[config.mk]
export PLATFORM = sky130hd
export DESIGN_NAME = base64_stream_encoder
export DESIGN_NICKNAME = d
export VERILOG_FILES = /design/src/sv/b64e_pkg.sv /design/src/sv/b64e_front.sv /design/src/sv/b64e_queue.sv /design/src/sv/b64e_back.sv /design/src/sv/base64_stream_encoder.sv
export SDC_FILE = /design/constraint.sdc
export NUM_CORES = 1
export LEC_CHECK = 0
export ABC_CLOCK_PERIOD_IN_PS = 4450
export BUFFER_PORTS_ARGS = -buffer_cell sky130_fd_sc_hd__buf_2
export CORE_ASPECT_RATIO = 0.6
export CORE_UTILIZATION = 40
export CTS_BUF_LIST = sky130_fd_sc_hd__clkbuf_8
export DETAILED_ROUTE_END_ITERATION = 7
export PLACE_DENSITY = 0.58
export SYNTH_ARGS = -nofsm -noshare
export SYNTH_HDL_FRONTEND = slang
export SYNTH_SLANG_ARGS = --single-unit
export TNS_END_PERCENT = 5
[constraint.sdc]
create_clock -name clock -period 4.45 [get_ports clock]
set_input_delay 0.89 -clock clock [delete_from_list [all_inputs] [get_ports clock]]
set_output_delay 0.89 -clock clock [all_outputs]
set_load 0.01 [all_outputs]
[src/sv/b64e_pkg.sv]
// ---------------------------------------------------------------------------
// b64e_pkg: shared types and constants of the base64 stream encoder
// Item job format, queue sizing, CSR indexes and the sextet-to-ASCII map.
// ---------------------------------------------------------------------------
`default_nettype none

package b64e_pkg;

   // CSR indexes
   localparam int unsigned CSR_ADDR_W = 1;
   localparam logic [CSR_ADDR_W-1:0] CSR_URL_ALPHABET = 1'd0;
   localparam logic [CSR_ADDR_W-1:0] CSR_PAD_ENABLE   = 1'd1;

   // job queue between front and back
   localparam int unsigned QDEPTH = 4;
   localparam int unsigned QPTR_W = $clog2(QDEPTH);
   localparam int unsigned QCNT_W = $clog2(QDEPTH + 1);

   // characters per job: up to four
   localparam int unsigned JOB_ENTS = 4;
   localparam int unsigned JOB_IDX_W = $clog2(JOB_ENTS);

   // ASCII codes
   localparam logic [6:0] CH_UPPER_A = 7'h41;
   localparam logic [6:0] CH_LOWER_A = 7'h61;
   localparam logic [6:0] CH_DIGIT_0 = 7'h30;
   localparam logic [6:0] CH_PLUS    = 7'h2B;
   localparam logic [6:0] CH_SLASH   = 7'h2F;
   localparam logic [6:0] CH_MINUS   = 7'h2D;
   localparam logic [6:0] CH_UNDER   = 7'h5F;
   localparam logic [6:0] CH_PAD     = 7'h3D;

   // position of the next byte within its 3-byte group
   typedef enum logic [2:0] {
      PH_0 = 3'b001,
      PH_1 = 3'b010,
      PH_2 = 3'b100
   } phase_type;

   // one output character: a sextet or a pad
   typedef struct packed {
      logic       pad;
      logic [5:0] six;
   } entry_type;

   // the characters produced by one input item
   typedef struct packed {
      entry_type [JOB_ENTS-1:0] ent;
      logic [JOB_IDX_W-1:0]     last_idx;  // index of the job's final character
      logic                     last;      // job ends the message
   } job_type;

   // sextet to ASCII, standard or URL-safe alphabet
   function automatic logic [6:0] b64_char(input logic [5:0] six, input logic url);
      logic [6:0] v;
      v = {1'b0, six};
      if (six < 6'd26) begin
         return CH_UPPER_A + v;
      end else if (six < 6'd52) begin
         return CH_LOWER_A - 7'd26 + v;
      end else if (six < 6'd62) begin
         return CH_DIGIT_0 - 7'd52 + v;
      end else if (six == 6'd62) begin
         return url ? CH_MINUS : CH_PLUS;
      end else begin
         return url ? CH_UNDER : CH_SLASH;
      end
   endfunction

endpackage

`default_nettype wire

[src/sv/b64e_front.sv]
// ---------------------------------------------------------------------------
// b64e_front: byte intake and group slicing
// Tracks the group phase and leftover bits, and turns each byte into a job
// of one to four sextet or pad characters.
// ---------------------------------------------------------------------------
`default_nettype none

module b64e_front
   import b64e_pkg::*;
(
   input  wire logic       clock,
   input  wire logic       reset,
   input  wire logic       pad_enable,
   input  wire logic       in_valid,
   input  wire logic [7:0] in_byte,
   input  wire logic       in_final,
   output logic            in_ready,
   input  wire logic       q_full,
   output logic            q_push,
   output job_type         q_job
);

   phase_type  phase_ff, phase_in;
   logic [3:0] carry_ff, carry_in;
   logic       accept;

   assign in_ready = ~q_full;
   assign accept   = in_valid & in_ready;
   assign q_push   = accept;

   always_comb begin
      q_job    = '0;
      q_job.last = in_final;
      phase_in = phase_ff;
      carry_in = carry_ff;
      unique case (phase_ff)
         PH_1: begin
            q_job.ent[0].six = {carry_ff[1:0], in_byte[7:4]};
            q_job.last_idx   = 2'd0;
            carry_in         = in_byte[3:0];
            phase_in         = PH_2;
            if (in_final) begin
               q_job.ent[1].six = {in_byte[3:0], 2'b00};
               q_job.last_idx   = 2'd1;
               if (pad_enable) begin
                  q_job.ent[2].pad = 1'b1;
                  q_job.last_idx   = 2'd2;
               end
            end
         end
         PH_2: begin
            q_job.ent[0].six = {carry_ff, in_byte[7:6]};
            q_job.ent[1].six = in_byte[5:0];
            q_job.last_idx   = 2'd1;
            carry_in         = 4'd0;
            phase_in         = PH_0;
         end
         default: begin
            q_job.ent[0].six = in_byte[7:2];
            q_job.last_idx   = 2'd0;
            carry_in         = {2'b00, in_byte[1:0]};
            phase_in         = PH_1;
            if (in_final) begin
               q_job.ent[1].six = {in_byte[1:0], 4'b0000};
               q_job.last_idx   = 2'd1;
               if (pad_enable) begin
                  q_job.ent[2].pad = 1'b1;
                  q_job.ent[3].pad = 1'b1;
                  q_job.last_idx   = 2'd3;
               end
            end
         end
      endcase
      if (in_final) begin
         phase_in = PH_0;
         carry_in = 4'd0;
      end
   end

   always_ff @(posedge clock) begin
      if (reset) begin
         phase_ff <= PH_0;
         carry_ff <= 4'd0;
      end else if (accept) begin
         phase_ff <= phase_in;
         carry_ff <= carry_in;
      end
   end

`ifndef NO_ASSERTIONS
   a_final_restarts: assert property (@(posedge clock) disable iff (reset)
      accept && in_final |=> phase_ff == PH_0 && carry_ff == 4'd0)
      else $error("group state not cleared after final byte");

   a_phase2_no_pad: assert property (@(posedge clock) disable iff (reset)
      q_push && phase_ff == PH_2 |-> !q_job.ent[0].pad && !q_job.ent[1].pad)
      else $error("pad produced on a completed group");
`endif

endmodule

`default_nettype wire

[src/sv/b64e_queue.sv]
// ---------------------------------------------------------------------------
// b64e_queue: job queue
// Small FIFO of jobs that lets intake and character output stall apart.
// ---------------------------------------------------------------------------
`default_nettype none

module b64e_queue
   import b64e_pkg::*;
(
   input  wire logic clock,
   input  wire logic reset,
   input  wire logic push,
   input  job_type   push_job,
   output logic      full,
   input  wire logic pop,
   output logic      empty,
   output job_type   head_job
);

   job_type             slot_ff [QDEPTH];
   logic [QPTR_W-1:0]   wr_ptr_ff, wr_ptr_in;
   logic [QPTR_W-1:0]   rd_ptr_ff, rd_ptr_in;
   logic [QCNT_W-1:0]   cnt_ff, cnt_in;

   assign full     = (cnt_ff == QCNT_W'(QDEPTH));
   assign empty    = (cnt_ff == '0);
   assign head_job = slot_ff[rd_ptr_ff];

   always_comb begin
      wr_ptr_in = wr_ptr_ff;
      rd_ptr_in = rd_ptr_ff;
      cnt_in    = cnt_ff;
      if (push) begin
         wr_ptr_in = (wr_ptr_ff == QPTR_W'(QDEPTH - 1)) ? '0 : wr_ptr_ff + 1'b1;
      end
      if (pop) begin
         rd_ptr_in = (rd_ptr_ff == QPTR_W'(QDEPTH - 1)) ? '0 : rd_ptr_ff + 1'b1;
      end
      if (push && !pop) begin
         cnt_in = cnt_ff + 1'b1;
      end else if (pop && !push) begin
         cnt_in = cnt_ff - 1'b1;
      end
   end

   always_ff @(posedge clock) begin
      if (reset) begin
         wr_ptr_ff <= '0;
         rd_ptr_ff <= '0;
         cnt_ff    <= '0;
      end else begin
         wr_ptr_ff <= wr_ptr_in;
         rd_ptr_ff <= rd_ptr_in;
         cnt_ff    <= cnt_in;
      end
   end

   always_ff @(posedge clock) begin
      if (push) begin
         slot_ff[wr_ptr_ff] <= push_job;
      end
   end

`ifndef NO_ASSERTIONS
   a_cnt_bound: assert property (@(posedge clock) disable iff (reset)
      cnt_ff <= QCNT_W'(QDEPTH))
      else $error("queue count beyond depth");

   a_no_overflow: assert property (@(posedge clock) disable iff (reset)
      push |-> !full)
      else $error("push into full queue");

   a_no_underflow: assert property (@(posedge clock) disable iff (reset)
      pop |-> !empty)
      else $error("pop from empty queue");
`endif

endmodule

`default_nettype wire

[src/sv/b64e_back.sv]
// ---------------------------------------------------------------------------
// b64e_back: character output
// Walks the head job one character per cycle into the output register, while the output is not stalled.
// ---------------------------------------------------------------------------
`default_nettype none

module b64e_back
   import b64e_pkg::*;
(
   input  wire logic       clock,
   input  wire logic       reset,
   input  wire logic       url_alphabet,
   input  wire logic       q_empty,
   input  job_type         q_head,
   output logic            q_pop,
   output logic            out_valid,
   output logic [6:0]      out_char,
   output logic            out_last,
   input  wire logic       out_ready
);

   logic [JOB_IDX_W-1:0] idx_ff, idx_in;
   logic                 valid_ff, valid_in;
   logic [6:0]           char_ff;
   logic                 last_ff;
   logic                 load;
   logic                 end_of_job;
   entry_type            cur;
   logic [6:0]           cur_char;

   assign cur        = q_head.ent[idx_ff];
   assign cur_char   = cur.pad ? CH_PAD : b64_char(cur.six, url_alphabet);
   assign end_of_job = (idx_ff == q_head.last_idx);
   assign load       = ~q_empty & (~valid_ff | out_ready);
   assign q_pop      = load & end_of_job;
   assign valid_in   = load | (valid_ff & ~out_ready);
   assign idx_in     = load ? (end_of_job ? '0 : idx_ff + 1'b1) : idx_ff;

   always_ff @(posedge clock) begin
      if (reset) begin
         idx_ff   <= '0;
         valid_ff <= 1'b0;
      end else begin
         idx_ff   <= idx_in;
         valid_ff <= valid_in;
      end
   end

   always_ff @(posedge clock) begin
      if (load) begin
         char_ff <= cur_char;
         last_ff <= q_head.last & end_of_job;
      end
   end

   assign out_valid = valid_ff;
   assign out_char  = char_ff;
   assign out_last  = last_ff;

`ifndef NO_ASSERTIONS
   a_idx_in_job: assert property (@(posedge clock) disable iff (reset)
      !q_empty |-> idx_ff <= q_head.last_idx)
      else $error("character index past end of job");

   a_idx_idle_zero: assert property (@(posedge clock) disable iff (reset)
      q_empty |-> idx_ff == '0)
      else $error("character index left mid-job with queue empty");
`endif

endmodule

`default_nettype wire

[src/sv/base64_stream_encoder.sv]
// ---------------------------------------------------------------------------
// base64_stream_encoder: streaming base64 encoder
// Bytes in with a final flag, base64 / pad characters out with an end mark.
// ---------------------------------------------------------------------------
//
//  channel | direction | payload
//  --------+-----------+------------------------------------------------
//  req_    | in        | tdata[7:0] data_byte, tlast final_byte
//  rsp_    | out       | tdata[6:0] out_char (bit 7 zero), tlast out_last
//  csr_    | in        | addr 0 url_alphabet, addr 1 pad_enable; wdata[0]
//
//  A byte is taken whenever the job queue has room, also while earlier
//  characters are still out; it yields one to four characters, emitted one
//  per cycle by the back end while rsp_tready holds (output limited).
//  The first character reaches the output register through a job queue
//  slot, so its rsp_ handshake comes after both registers.
//  Reset is synchronous and active high; it empties the queue and restarts
//  the group. Output stalls fill the four-job queue before req_tready drops.
//
`default_nettype none

module base64_stream_encoder
   import b64e_pkg::*;
(
   input  wire logic                  clock,
   input  wire logic                  reset,
   // input bytes
   input  wire logic                  req_tvalid,
   output logic                       req_tready,
   input  wire logic [7:0]            req_tdata,   // [7:0] data_byte
   input  wire logic                  req_tlast,   // final_byte
   // output characters
   output logic                       rsp_tvalid,
   input  wire logic                  rsp_tready,
   output logic [7:0]                 rsp_tdata,   // [6:0] out_char, [7] zero
   output logic                       rsp_tlast,   // out_last
   // configuration
   input  wire logic                  csr_we,
   input  wire logic [CSR_ADDR_W-1:0] csr_addr,
   input  wire logic                  csr_wdata
);

   logic    url_ff;
   logic    pad_ff;

   logic    q_push;
   logic    q_pop;
   logic    q_full;
   logic    q_empty;
   job_type push_job;
   job_type head_job;
   logic [6:0] out_char;

   // configuration registers; write only while idle (the block does not enforce it)
   always_ff @(posedge clock) begin
      if (reset) begin
         url_ff <= 1'b0;
         pad_ff <= 1'b1;
      end else if (csr_we) begin
         unique case (csr_addr)
            CSR_URL_ALPHABET: url_ff <= csr_wdata;
            CSR_PAD_ENABLE:   pad_ff <= csr_wdata;
            default: ;
         endcase
      end
   end

   // front: byte slicing into character jobs
   b64e_front u_front (
      .clock      (clock),
      .reset      (reset),
      .pad_enable (pad_ff),
      .in_valid   (req_tvalid),
      .in_byte    (req_tdata),
      .in_final   (req_tlast),
      .in_ready   (req_tready),
      .q_full     (q_full),
      .q_push     (q_push),
      .q_job      (push_job)
   );

   // decoupling queue
   b64e_queue u_queue (
      .clock    (clock),
      .reset    (reset),
      .push     (q_push),
      .push_job (push_job),
      .full     (q_full),
      .pop      (q_pop),
      .empty    (q_empty),
      .head_job (head_job)
   );

   // back: one character per cycle into the output register while the output is not stalled
   b64e_back u_back (
      .clock        (clock),
      .reset        (reset),
      .url_alphabet (url_ff),
      .q_empty      (q_empty),
      .q_head       (head_job),
      .q_pop        (q_pop),
      .out_valid    (rsp_tvalid),
      .out_char     (out_char),
      .out_last     (rsp_tlast),
      .out_ready    (rsp_tready)
   );

   assign rsp_tdata = {1'b0, out_char};

`ifndef NO_ASSERTIONS
   a_char_ascii: assert property (@(posedge clock) disable iff (reset)
      rsp_tvalid |-> rsp_tdata[7] == 1'b0)
      else $error("output character outside ASCII range");
`endif

endmodule

`default_nettype wire

==> flow_summary.json, run 1 <==
{
  "cts.sinks": 97,
  "drtIter0Drc": 255,
  "cts-resized-gates": 0,
  "path_clk_slew_ns": 0.09,
  "grt_pass1_vias": 2638,
  "hold_path_class": "register to register",
  "yosysSeqAreaShare_pct": 59.65,
  "path_class": "register to register",
  "cts_tree": "yes",
  "drive_above_1_share_pct": 18.16,
  "postCtsHoldBufs": 0,
  "diodes": 0,
  "firstDrtPassIters": 4,
  "fin_cells": 497,
  "p_leak_nw": 1.823,
  "ys_seq_elements": 97,
  "powerDensity_mw_per_mm2": 613.7,
  "rsz0062_at_grt": "false",
  "core_area_mm2": 0.01078,
  "grt_use_total_pct": 16.60,
  "die_h_um": 84.44,
  "cts_setup_buffers": 0,
  "power_mw": 3.047,
  "p_int_mw": 1.992,
  "ioPinCount": 27,
  "p_clk_share_pct": 19.9,
  "final_nets": 382,
  "slew_headroom_pct": 36.23,
  "nFillCells": 944,
  "status": "complete, no violations",
  "mappedNetlistArea_mm2": 0.004531,
  "hold_violations": 0,
  "cts_root_buf": "clkbuf_8",
  "p_seq_share_pct": 40.4,
  "swShare_pct": 34.63,
  "grt_first_pass_wirelength_mm": 14.35,
  "irDropWorstVdd_v": 0.0002066,
  "clockBufferDepth": 2,
  "die-area_mm2": 0.01177,
  "synth_warnings": 0,
  "syn_to_final_growth_pct": 9.611,
  "finalClockSkew_ns": 0.01352,
  "routed_via_density": 5.471,
  "synth_flop_cell": "edfxtp_1",
  "drv_cap": 0,
  "synth_edf_count": 76,
  "syn_avg_cell_area_um2": 13.81,
  "insertion_delay_ns": 0.37,
  "antenna_found_initial": 0,
  "worst_pin_slew_ns": 0.9565,
  "dpl.hpwl_mm": 6.075,
  "timing.final.setup_violations": 0,
  "required_ns": 4.57,
  "rows": 29,
  "p_comb_share_pct": 39.7,
  "tns_ns": 0,
  "power_switching_mw": 1.055,
  "drc": 0,
  "gp_congestion": 0.8800,
  "final_cell_area_mm2": 0.004966,
  "syn_inst": 328,
  "placed_cells": 481,
  "synthArstFlopShare_pct": 0,
  "postRouteWirelength_mm": 8.812,
  "end_kind": "register",
  "worst_ep_arrival_time_ns": 3.37,
  "period_needed_ns": 3.259,
  "cts_made_buffers": 9,
  "port_buffers": 25,
  "hold_ws_ns": 0.4768,
  "slew_viol_final": 0,
  "cts.htree.levels": 3,
  "placed_area_mm2": 0.004755,
  "grt_max_degree": 20,
  "wire_per_inst_um": 17.73,
  "start_util_pct": 42.04,
  "synth.distinct_cells": 64,
  "clock.fmax_mhz": 306.9,
  "syn_nets": 357,
  "crit_fanout": 16,
  "ant_nets": 0,
  "finalCritPeriodShare_pct": 73.23,
  "overflow": 0,
  "worstSetupStartpointType": "register",
  "vias": 2719,
  "die_width_um": 139.4
}
==> path summary, 6_finish.rpt <==
check / startpoint / slack (ns) / depth (start not counted) / end
setup / recovery: register / 1.19 / 8 / u_back.out_char[5]
hold / removal: u_back.out_valid / 0.48 / 2 / u_back.out_valid
setup reg to reg: register / 1.19 / 8 / u_back.out_char[5]
hold reg to reg: u_back.out_valid / 0.48 / 2 / u_back.out_valid
==> per-layer routing <==
layer | routed length [µm] | vias up | part of all wire (%) | global-route usage [%]
met2 | 3658 | 80 | 42 | 23.07
met1 | 4397 | 1327 | 50 | 23.68
met5 | 0 | - | 0 | 0
li1 | - | 1304 | - | -
met3 | 668 | 8 | 7.6 | 6.275
met4 | 87 | 0 | 0.99 | 5.455
==> critical path, stage by stage, from the launching register on <==
cell and delay [ns]:
dfxtp_1 0.87, mux4_1 0.43, a22oi_2 0.38, inv_1 0.12
ha_1 0.34, a31oi_1 0.25, o21bai_2 0.17, a311oi_1 0.38
a31oi_1 0.08
==> area by class of cell <==
class | instances | area [µm²] | area share (%)
Sequential cell | 97 | 2703 | 54.42
Multi-Input combinational cell | 202 | 1663 | 33.48
Tap cell | 139 | 173.9 | 3.502
Timing Repair Buffer | 31 | 170.2 | 3.427
Clock buffer | 9 | 123.9 | 2.494
Clock inverter | 7 | 87.58 | 1.764
Inverter | 12 | 45.04 | 0.9070
==> registers in the layout, indices dropped and copies added, names as in the netlist, named ones only <==
signal	cells
u_queue.slot_ff	68
u_back.out_char	7
u_front.carry_ff	4
u_front.phase_ff	3
u_queue.cnt_ff	3
u_back.idx_ff	2
u_queue.rd_ptr_ff	2
u_queue.wr_ptr_ff	2
pad_ff	1
u_back.out_last	1
u_back.out_valid	1
url_ff	1
==> placed cells by master (no fill, tap or decap), types with 2 or more instances in the layout <==
cell type,n
a311o_1,2
buf_2,25
o31a_1,3
bufinv_16,2
a22oi_1,11
inv_2,2
nand2_1,24
nand2b_1,3
inv_1,11
a311oi_1,2
mux2i_1,12
a21oi_1,17
nor2b_1,2
or3_1,2
nor2_1,28
edfxtp_1,76
o21ai_0,3
and3_1,4
ha_1,12
nor3_1,7
nor4_1,2
a31oi_1,4
and2b_1,2
xor2_1,2
nand3_1,2
dfxtp_1,21
buf_4,6
a32o_1,2
and2_1,2
mux4_1,8
xnor2_1,4
clkbuf_8,9
clkinvlp_4,2
a22o_1,6
a21o_1,2
mux4_2,6
nor3b_1,2
==> cell usage after synthesis (2+ instances only) <==
| cell | n | area [µm²] |
|---|---|---|
| a21o_1 | 2 | 15.01 |
| a21oi_1 | 17 | 85.08 |
| a22o_1 | 6 | 52.55 |
| a22oi_1 | 11 | 82.58 |
| a311o_1 | 2 | 20.02 |
| a311oi_1 | 2 | 17.52 |
| a31oi_1 | 4 | 25.02 |
| a32o_1 | 2 | 20.02 |
| and2_1 | 2 | 12.51 |
| and2b_1 | 2 | 15.01 |
| and3_1 | 4 | 25.02 |
| buf_2 | 2 | 10.01 |
| buf_4 | 2 | 15.01 |
| buf_6 | 4 | 45.04 |
| clkbuf_1 | 7 | 26.28 |
| dfxtp_1 | 21 | 420.4 |
| edfxtp_1 | 76 | 2282 |
| ha_1 | 12 | 150.1 |
| inv_1 | 10 | 37.54 |
| inv_2 | 2 | 7.510 |
| mux2i_1 | 12 | 120.1 |
| mux4_1 | 8 | 210.2 |
| mux4_2 | 6 | 135.1 |
| nand2_1 | 24 | 90.09 |
| nand2b_1 | 3 | 18.77 |
| nand3_1 | 2 | 10.01 |
| nor2_1 | 28 | 105.1 |
| nor2b_1 | 2 | 12.51 |
| nor3_1 | 7 | 35.03 |
| nor3b_1 | 2 | 15.01 |
| nor4_1 | 2 | 12.51 |
| o21ai_0 | 3 | 15.01 |
| o31a_1 | 3 | 26.28 |
| or3_1 | 2 | 12.51 |
| xnor2_1 | 4 | 35.03 |
| xor2_1 | 2 | 17.52 |
==> kinds of logic (layout without fill, tap and decap cells) <==
group	count (synthesis)	after routing	share of synthesized area [%]
AO/OA/AOI/OAI	65	65	11.02
XOR/XNOR	6	6	1.160
adder cells (fa/ha/maj)	13	13	3.756
buffers and inverters	29	59	3.645
flip-flops	97	97	59.65
multiplexers	27	27	10.52
other	1	1	0.08277
AND/OR/NAND/NOR	90	90	10.16
==> metrics by stage <==
| step | util (%) | worst slack (ns) |
|---|---|---|
| after global routing | 46.08 | 0.9444 |
| final | 46.08 | 1.191 |
| after CTS | 46.08 | 1.215 |
| after global placement | 44.12 | 1.186 |
| after floorplan | - | 1.684 |
| after detailed placement | 44.12 | 1.234 |
==> power groups by stage <==
stage,registers [mW],clock network [mW],logic [mW]
finish,1.23,0.606,1.21
global route,1.25,0.662,1.35
CTS,1.23,0.622,1.20
detailed placement,1.25,0,1.20
global placement,1.25,0,1.22
floorplan,1.25,0,0.974
Note: power is estimated with default switching activity, not from simulation.
==> run 2: changes to the inputs <==
ABC_CLOCK_PERIOD_IN_PS = 3350   (was 4450)
clock period = 3.35 ns   (was 4.45 ns; I/O delays follow)
==> flow_summary.json, run 2 (same netlist as run 1, synthesis figures left out) <==
{
  "postCtsHoldBufs": 0,
  "slew_headroom_pct": 31.68,
  "cp_slowest_cell": "dfxtp_1",
  "met3_length_um": 586,
  "drive_above_1_share_pct": 19.34,
  "wire_per_inst_um": 18.59,
  "p_int_mw": 2.611,
  "postRouteWirelength_mm": 9.316,
  "crit_fanout": 10,
  "status": "complete, no violations",
  "hold_violations": 0,
  "path_class": "register to register",
  "tns_ns": 0,
  "nFillCells": 933,
  "antenna_found_initial": 0,
  "finalClockSkew_ns": 0.01035,
  "period_needed_ns": 3.119,
  "final_cell_mix": "76 x edfxtp_1, 28 x nor2_1, 25 x buf_2, 24 x nand2_1, 21 x dfxtp_1",
  "ioPinCount": 27,
  "insertion_delay_ns": 0.36,
  "p_leak_nw": 1.843,
  "drtIter0Drc": 227,
  "swShare_pct": 35.18,
  "largest_register_ffs": 68,
  "worst_ep_arrival_time_ns": 3.24,
  "drc": 0,
  "grt_use_total_pct": 16.97,
  "gp_congestion": 0.8823,
  "syn_to_final_growth_pct": 9.914,
  "die_width_um": 139.4,
  "finalCoreUtilization_pct": 46.21,
  "cts_tree": "yes",
  "worst_pin_slew_ns": 1.025,
  "dpl.hpwl_mm": 6.483,
  "p_seq_share_pct": 40.8,
  "grt_pass1_vias": 2652,
  "cts-resized-gates": 0,
  "worst_slack_ns": 0.2305,
  "worstSetupStartpointType": "register",
  "required_ns": 3.47,
  "grt_max_degree": 21,
  "max_stage_delay_ns": 0.66,
  "drv_cap": 0,
  "pre_cts_slack_ns": 0.2428,
  "top_layer_used": "met4",
  "slew_viol_final": 0,
  "cts_made_buffers": 9,
  "met1_length_mm": 4.722,
  "hold_path_class": "register to register",
  "largest-register": "u_queue.slot_ff",
  "final_common_cell": "edfxtp_1",
  "p_clk_share_pct": 18.6,
  "irDropWorstVdd_v": 0.0002428,
  "power_switching_mw": 1.417,
  "clockBufferDepth": 2,
  "wl_met2_mm": 3.884,
  "routed_via_density": 5.459,
  "end_kind": "register",
  "clock.fmax_mhz": 320.6,
  "die-area_mm2": 0.01177,
  "cts_root_buf": "clkbuf_8",
  "cts.sinks": 97,
  "powerDensity_mw_per_mm2": 808.7,
  "grt_first_pass_wirelength_mm": 14.64,
  "core_area_mm2": 0.01078,
  "overflow": 0,
  "finalCritPeriodShare_pct": 93.12,
  "vias": 2735,
  "timing.final.setup_violations": 0,
  "path_buf_inv": 2,
  "ant_nets": 0,
  "rows": 29,
  "start_util_pct": 42.04,
  "rsz0062_at_grt": "false",
  "die_h_um": 84.44,
  "port_buffers": 25,
  "cp_cell_sequence": "buf_4, mux4_1, mux2i_1, or2_1, ha_1, inv_1, a21o_1, nor2_1, o21ai_0, a31o_2",
  "diodes": 0,
  "cp_top_family": "multiplexers",
  "firstDrtPassIters": 5,
  "p_comb_share_pct": 40.7,
  "final_nets": 386,
  "path_clk_slew_ns": 0.09,
  "cts.htree.levels": 3,
  "cts_setup_buffers": 0
}
## run 2: worst paths after layout
path / slack (ns) / cells after the start / to / startpoint
worst min register to register: 0.47 / 2 / u_back.out_valid / u_back.out_valid
worst max register to register: 0.23 / 10 / u_back.out_char[4] / register
worst max-delay path: 0.23 / 10 / u_back.out_char[4] / register
worst min-delay path: 0.47 / 2 / u_back.out_valid / u_back.out_valid
## run 2: metrics by stage
step / power, mW / cell area [µm²] / instances / hold slack, ns
floorplan: 2.950 / 4531 / 328 / 0.4634
global placement: 3.272 / 4785 / 485 / 0.4550
detailed placement: 3.305 / 4785 / 485 / 0.4646
CTS: 4.049 / 4980 / 501 / 0.4783
global route: 4.296 / 4980 / 501 / 0.5044
finish: 4.027 / 4980 / 501 / 0.4727
## run 2: routing by layer
layer | track usage, % | vias to the layer above
li1 | - | 1317
met1 | 25.33 | 1325
met2 | 23.80 | 82
met3 | 4.564 | 11
met4 | 5.253 | 0
met5 | 0 | -
## run 2: cell type report
class	instances	area, µm²	share of cell area, %
clock buffers	10	137.6	2.764
clock inverters	6	57.56	1.156
inverters	12	45.04	0.9045
multi-input cells	202	1663	33.39
flip-flops and latches	97	2703	54.27
well taps	139	173.9	3.492
repair buffers	35	200.2	4.020
## run 2: worst min-delay path, stage by stage, from the launching register on
cell     delay [ns]
dfxtp_1        0.33
nand2_1        0.05
a21oi_1        0.05
## run 2: power groups by stage
stage | combinational, mW | clock, mW | sequential, mW
2_1_floorplan | 1.29 | 0 | 1.66
3_3_place_gp | 1.61 | 0 | 1.66
3_5_place_dp | 1.63 | 0 | 1.67
4_1_cts | 1.64 | 0.766 | 1.64
5_1_grt | 1.82 | 0.813 | 1.67
6_report | 1.64 | 0.747 | 1.64
==> run 3: changes to the inputs <==
PLACE_DENSITY = not set   (was 0.58)
==> flow_summary.json, run 3 (same netlist as run 1, synthesis figures left out) <==
{
  "worst_ep_arrival_time_ns": 3.13,
  "timing.final.setup_violations": 0,
  "cts_tree": "yes",
  "hold_path_depth": 2,
  "tns_ns": 0,
  "cts_made_buffers": 9,
  "crit_fanout": 12,
  "end_kind": "register",
  "vias": 2782,
  "p_leak_nw": 1.844,
  "syn_to_final_growth_pct": 10.11,
  "finalCritPeriodShare_pct": 89.27,
  "dpl.hpwl_mm": 6.654,
  "worst_slack_ns": 0.3593,
  "powerDensity_mw_per_mm2": 810.5,
  "port_buffers": 25,
  "worst_pin_slew_ns": 0.9724,
  "firstDrtPassIters": 5,
  "overflow": 0,
  "grt_pass1_vias": 2631,
  "cts.sinks": 97,
  "nFillCells": 959,
  "drive_above_1_share_pct": 19.56,
  "worstSetupStartpointType": "register",
  "start_util_pct": 42.04,
  "gp_congestion": 0.8883,
  "wire_per_inst_um": 18.46,
  "antenna_found_initial": 0,
  "largest-register": "u_queue.slot_ff",
  "rows": 29,
  "grt_use_met2_pct": 23.07,
  "path_class": "register to register",
  "whs_endpoint": "u_back.out_valid",
  "diodes": 0,
  "cts_setup_buffers": 0,
  "final_nets": 387,
  "die_width_um": 139.4,
  "grt_first_pass_wirelength_mm": 14.70,
  "period_needed_ns": 2.991,
  "reg2reg_depth": 10,
  "final_common_cell": "edfxtp_1",
  "slew_viol_final": 0,
  "die_h_um": 84.44,
  "drc": 0,
  "use_met1_pct": 25.77,
  "finalClockSkew_ns": 0.01230,
  "largest_register_ffs": 68,
  "drtIter0Drc": 223,
  "drv_cap": 0,
  "insertion_delay_ns": 0.38,
  "routed_via_density": 5.542,
  "core_area_mm2": 0.01078,
  "rsz0062_at_grt": "false",
  "postRouteWirelength_mm": 9.269,
  "grt_use_met3_pct": 4.792,
  "slew_headroom_pct": 35.17,
  "irDropWorstVdd_v": 0.0003759,
  "min_from": "u_back.out_valid",
  "path_clk_slew_ns": 0.09,
  "required_ns": 3.49,
  "hold_violations": 0,
  "status": "complete, no violations",
  "rrSetupSlack_ns": 0.36,
  "die-area_mm2": 0.01177,
  "hold_path_class": "register to register",
  "r2r_end": "u_back.out_char[4]",
  "pre_cts_slack_ns": 0.1986,
  "final_cell_mix": "76 x edfxtp_1, 28 x nor2_1, 25 x buf_2, 24 x nand2_1, 20 x dfxtp_1",
  "grt_max_degree": 20,
  "ioPinCount": 27,
  "clockBufferDepth": 2,
  "cts_root_buf": "clkbuf_8",
  "ant_nets": 0,
  "clock.fmax_mhz": 334.4,
  "cts.htree.levels": 3,
  "grt_use_total_pct": 16.84,
  "busiest_layer": "met1"
}
run 3: cell count changes in the layout (fill, tap and decap cells not counted):
cell      previous run  this run
clkinv_4             0         2
inv_6                0         1
dfxtp_1             21        20
dfxtp_2              0         1
clkbuf_8            10         9
clkinv_2             2         0
clkinv_1             0         1
inv_4                1         0
buf_4               10        11
run 3: layer usage:
layer	wire, µm	part of all wire, %
met1	4900	53
met2	3714	40
met3	574	6.2
met4	80	0.86
met5	0	0
run 3: area by class of cell:
class | instances | area (µm²) | area share, %
Sequential cell | 97 | 2704 | 54.20
Multi-Input combinational cell | 202 | 1663 | 33.33
Timing Repair Buffer | 36 | 207.7 | 4.164
Tap cell | 139 | 173.9 | 3.486
Clock buffer | 9 | 123.9 | 2.483
Clock inverter | 7 | 71.32 | 1.430
Inverter | 12 | 45.04 | 0.9029
run 3: how the worst max path moves through the flow:
stage / slack, ns / start / depth (start not counted) / to
after floorplan: 0.58 / register / 12 / u_queue.cnt_ff[2]
after global placement: 0.32 / register / 10 / u_queue.cnt_ff[2]
after detailed placement: 0.20 / register / 8 / u_back.out_char[3]
after CTS: 0.19 / register / 8 / u_back.out_char[5]
after global routing: 0.19 / register / 10 / u_back.out_char[4]
final: 0.36 / register / 10 / u_back.out_char[4]
run 3: worst max-delay path, stage by stage, from the launching register on:
cell and delay (ns):
dfxtp_1 0.70, buf_4 0.29, mux2i_1 0.13, a221oi_2 0.43, nand2_1 0.29, ha_1 0.27, inv_1 0.09, a21oi_1 0.09
nor3_1 0.12, o21ai_0 0.11, a31o_2 0.22
run 3: timing repair:
action / in CTS / in global routing
gates resized for setup: 0 / 1
hold buffers: 0 / 0
setup endpoints to repair: 0 / 2
run 3: report_power, final:
part,total [mW],internal (mW),switching [mW]
logic,1.63,0.706,0.919
clock network,0.758,0.345,0.413
registers,1.66,1.55,0.114
run 3: through the flow:
| step | hold slack [ns] | total power, mW | util [%] | instances | area, µm² |
|---|---|---|---|---|---|
| after detailed placement | 0.4704 | 3.308 | 44.47 | 486 | 4792 |
| after global routing | 0.5052 | 4.309 | 46.29 | 502 | 4989 |
| after floorplan | 0.4634 | 2.950 | - | 328 | 4531 |
| final | 0.4810 | 4.043 | 46.29 | 502 | 4989 |
| after global placement | 0.4565 | 3.279 | 44.47 | 486 | 4792 |
| after CTS | 0.4852 | 4.064 | 46.28 | 502 | 4987 |
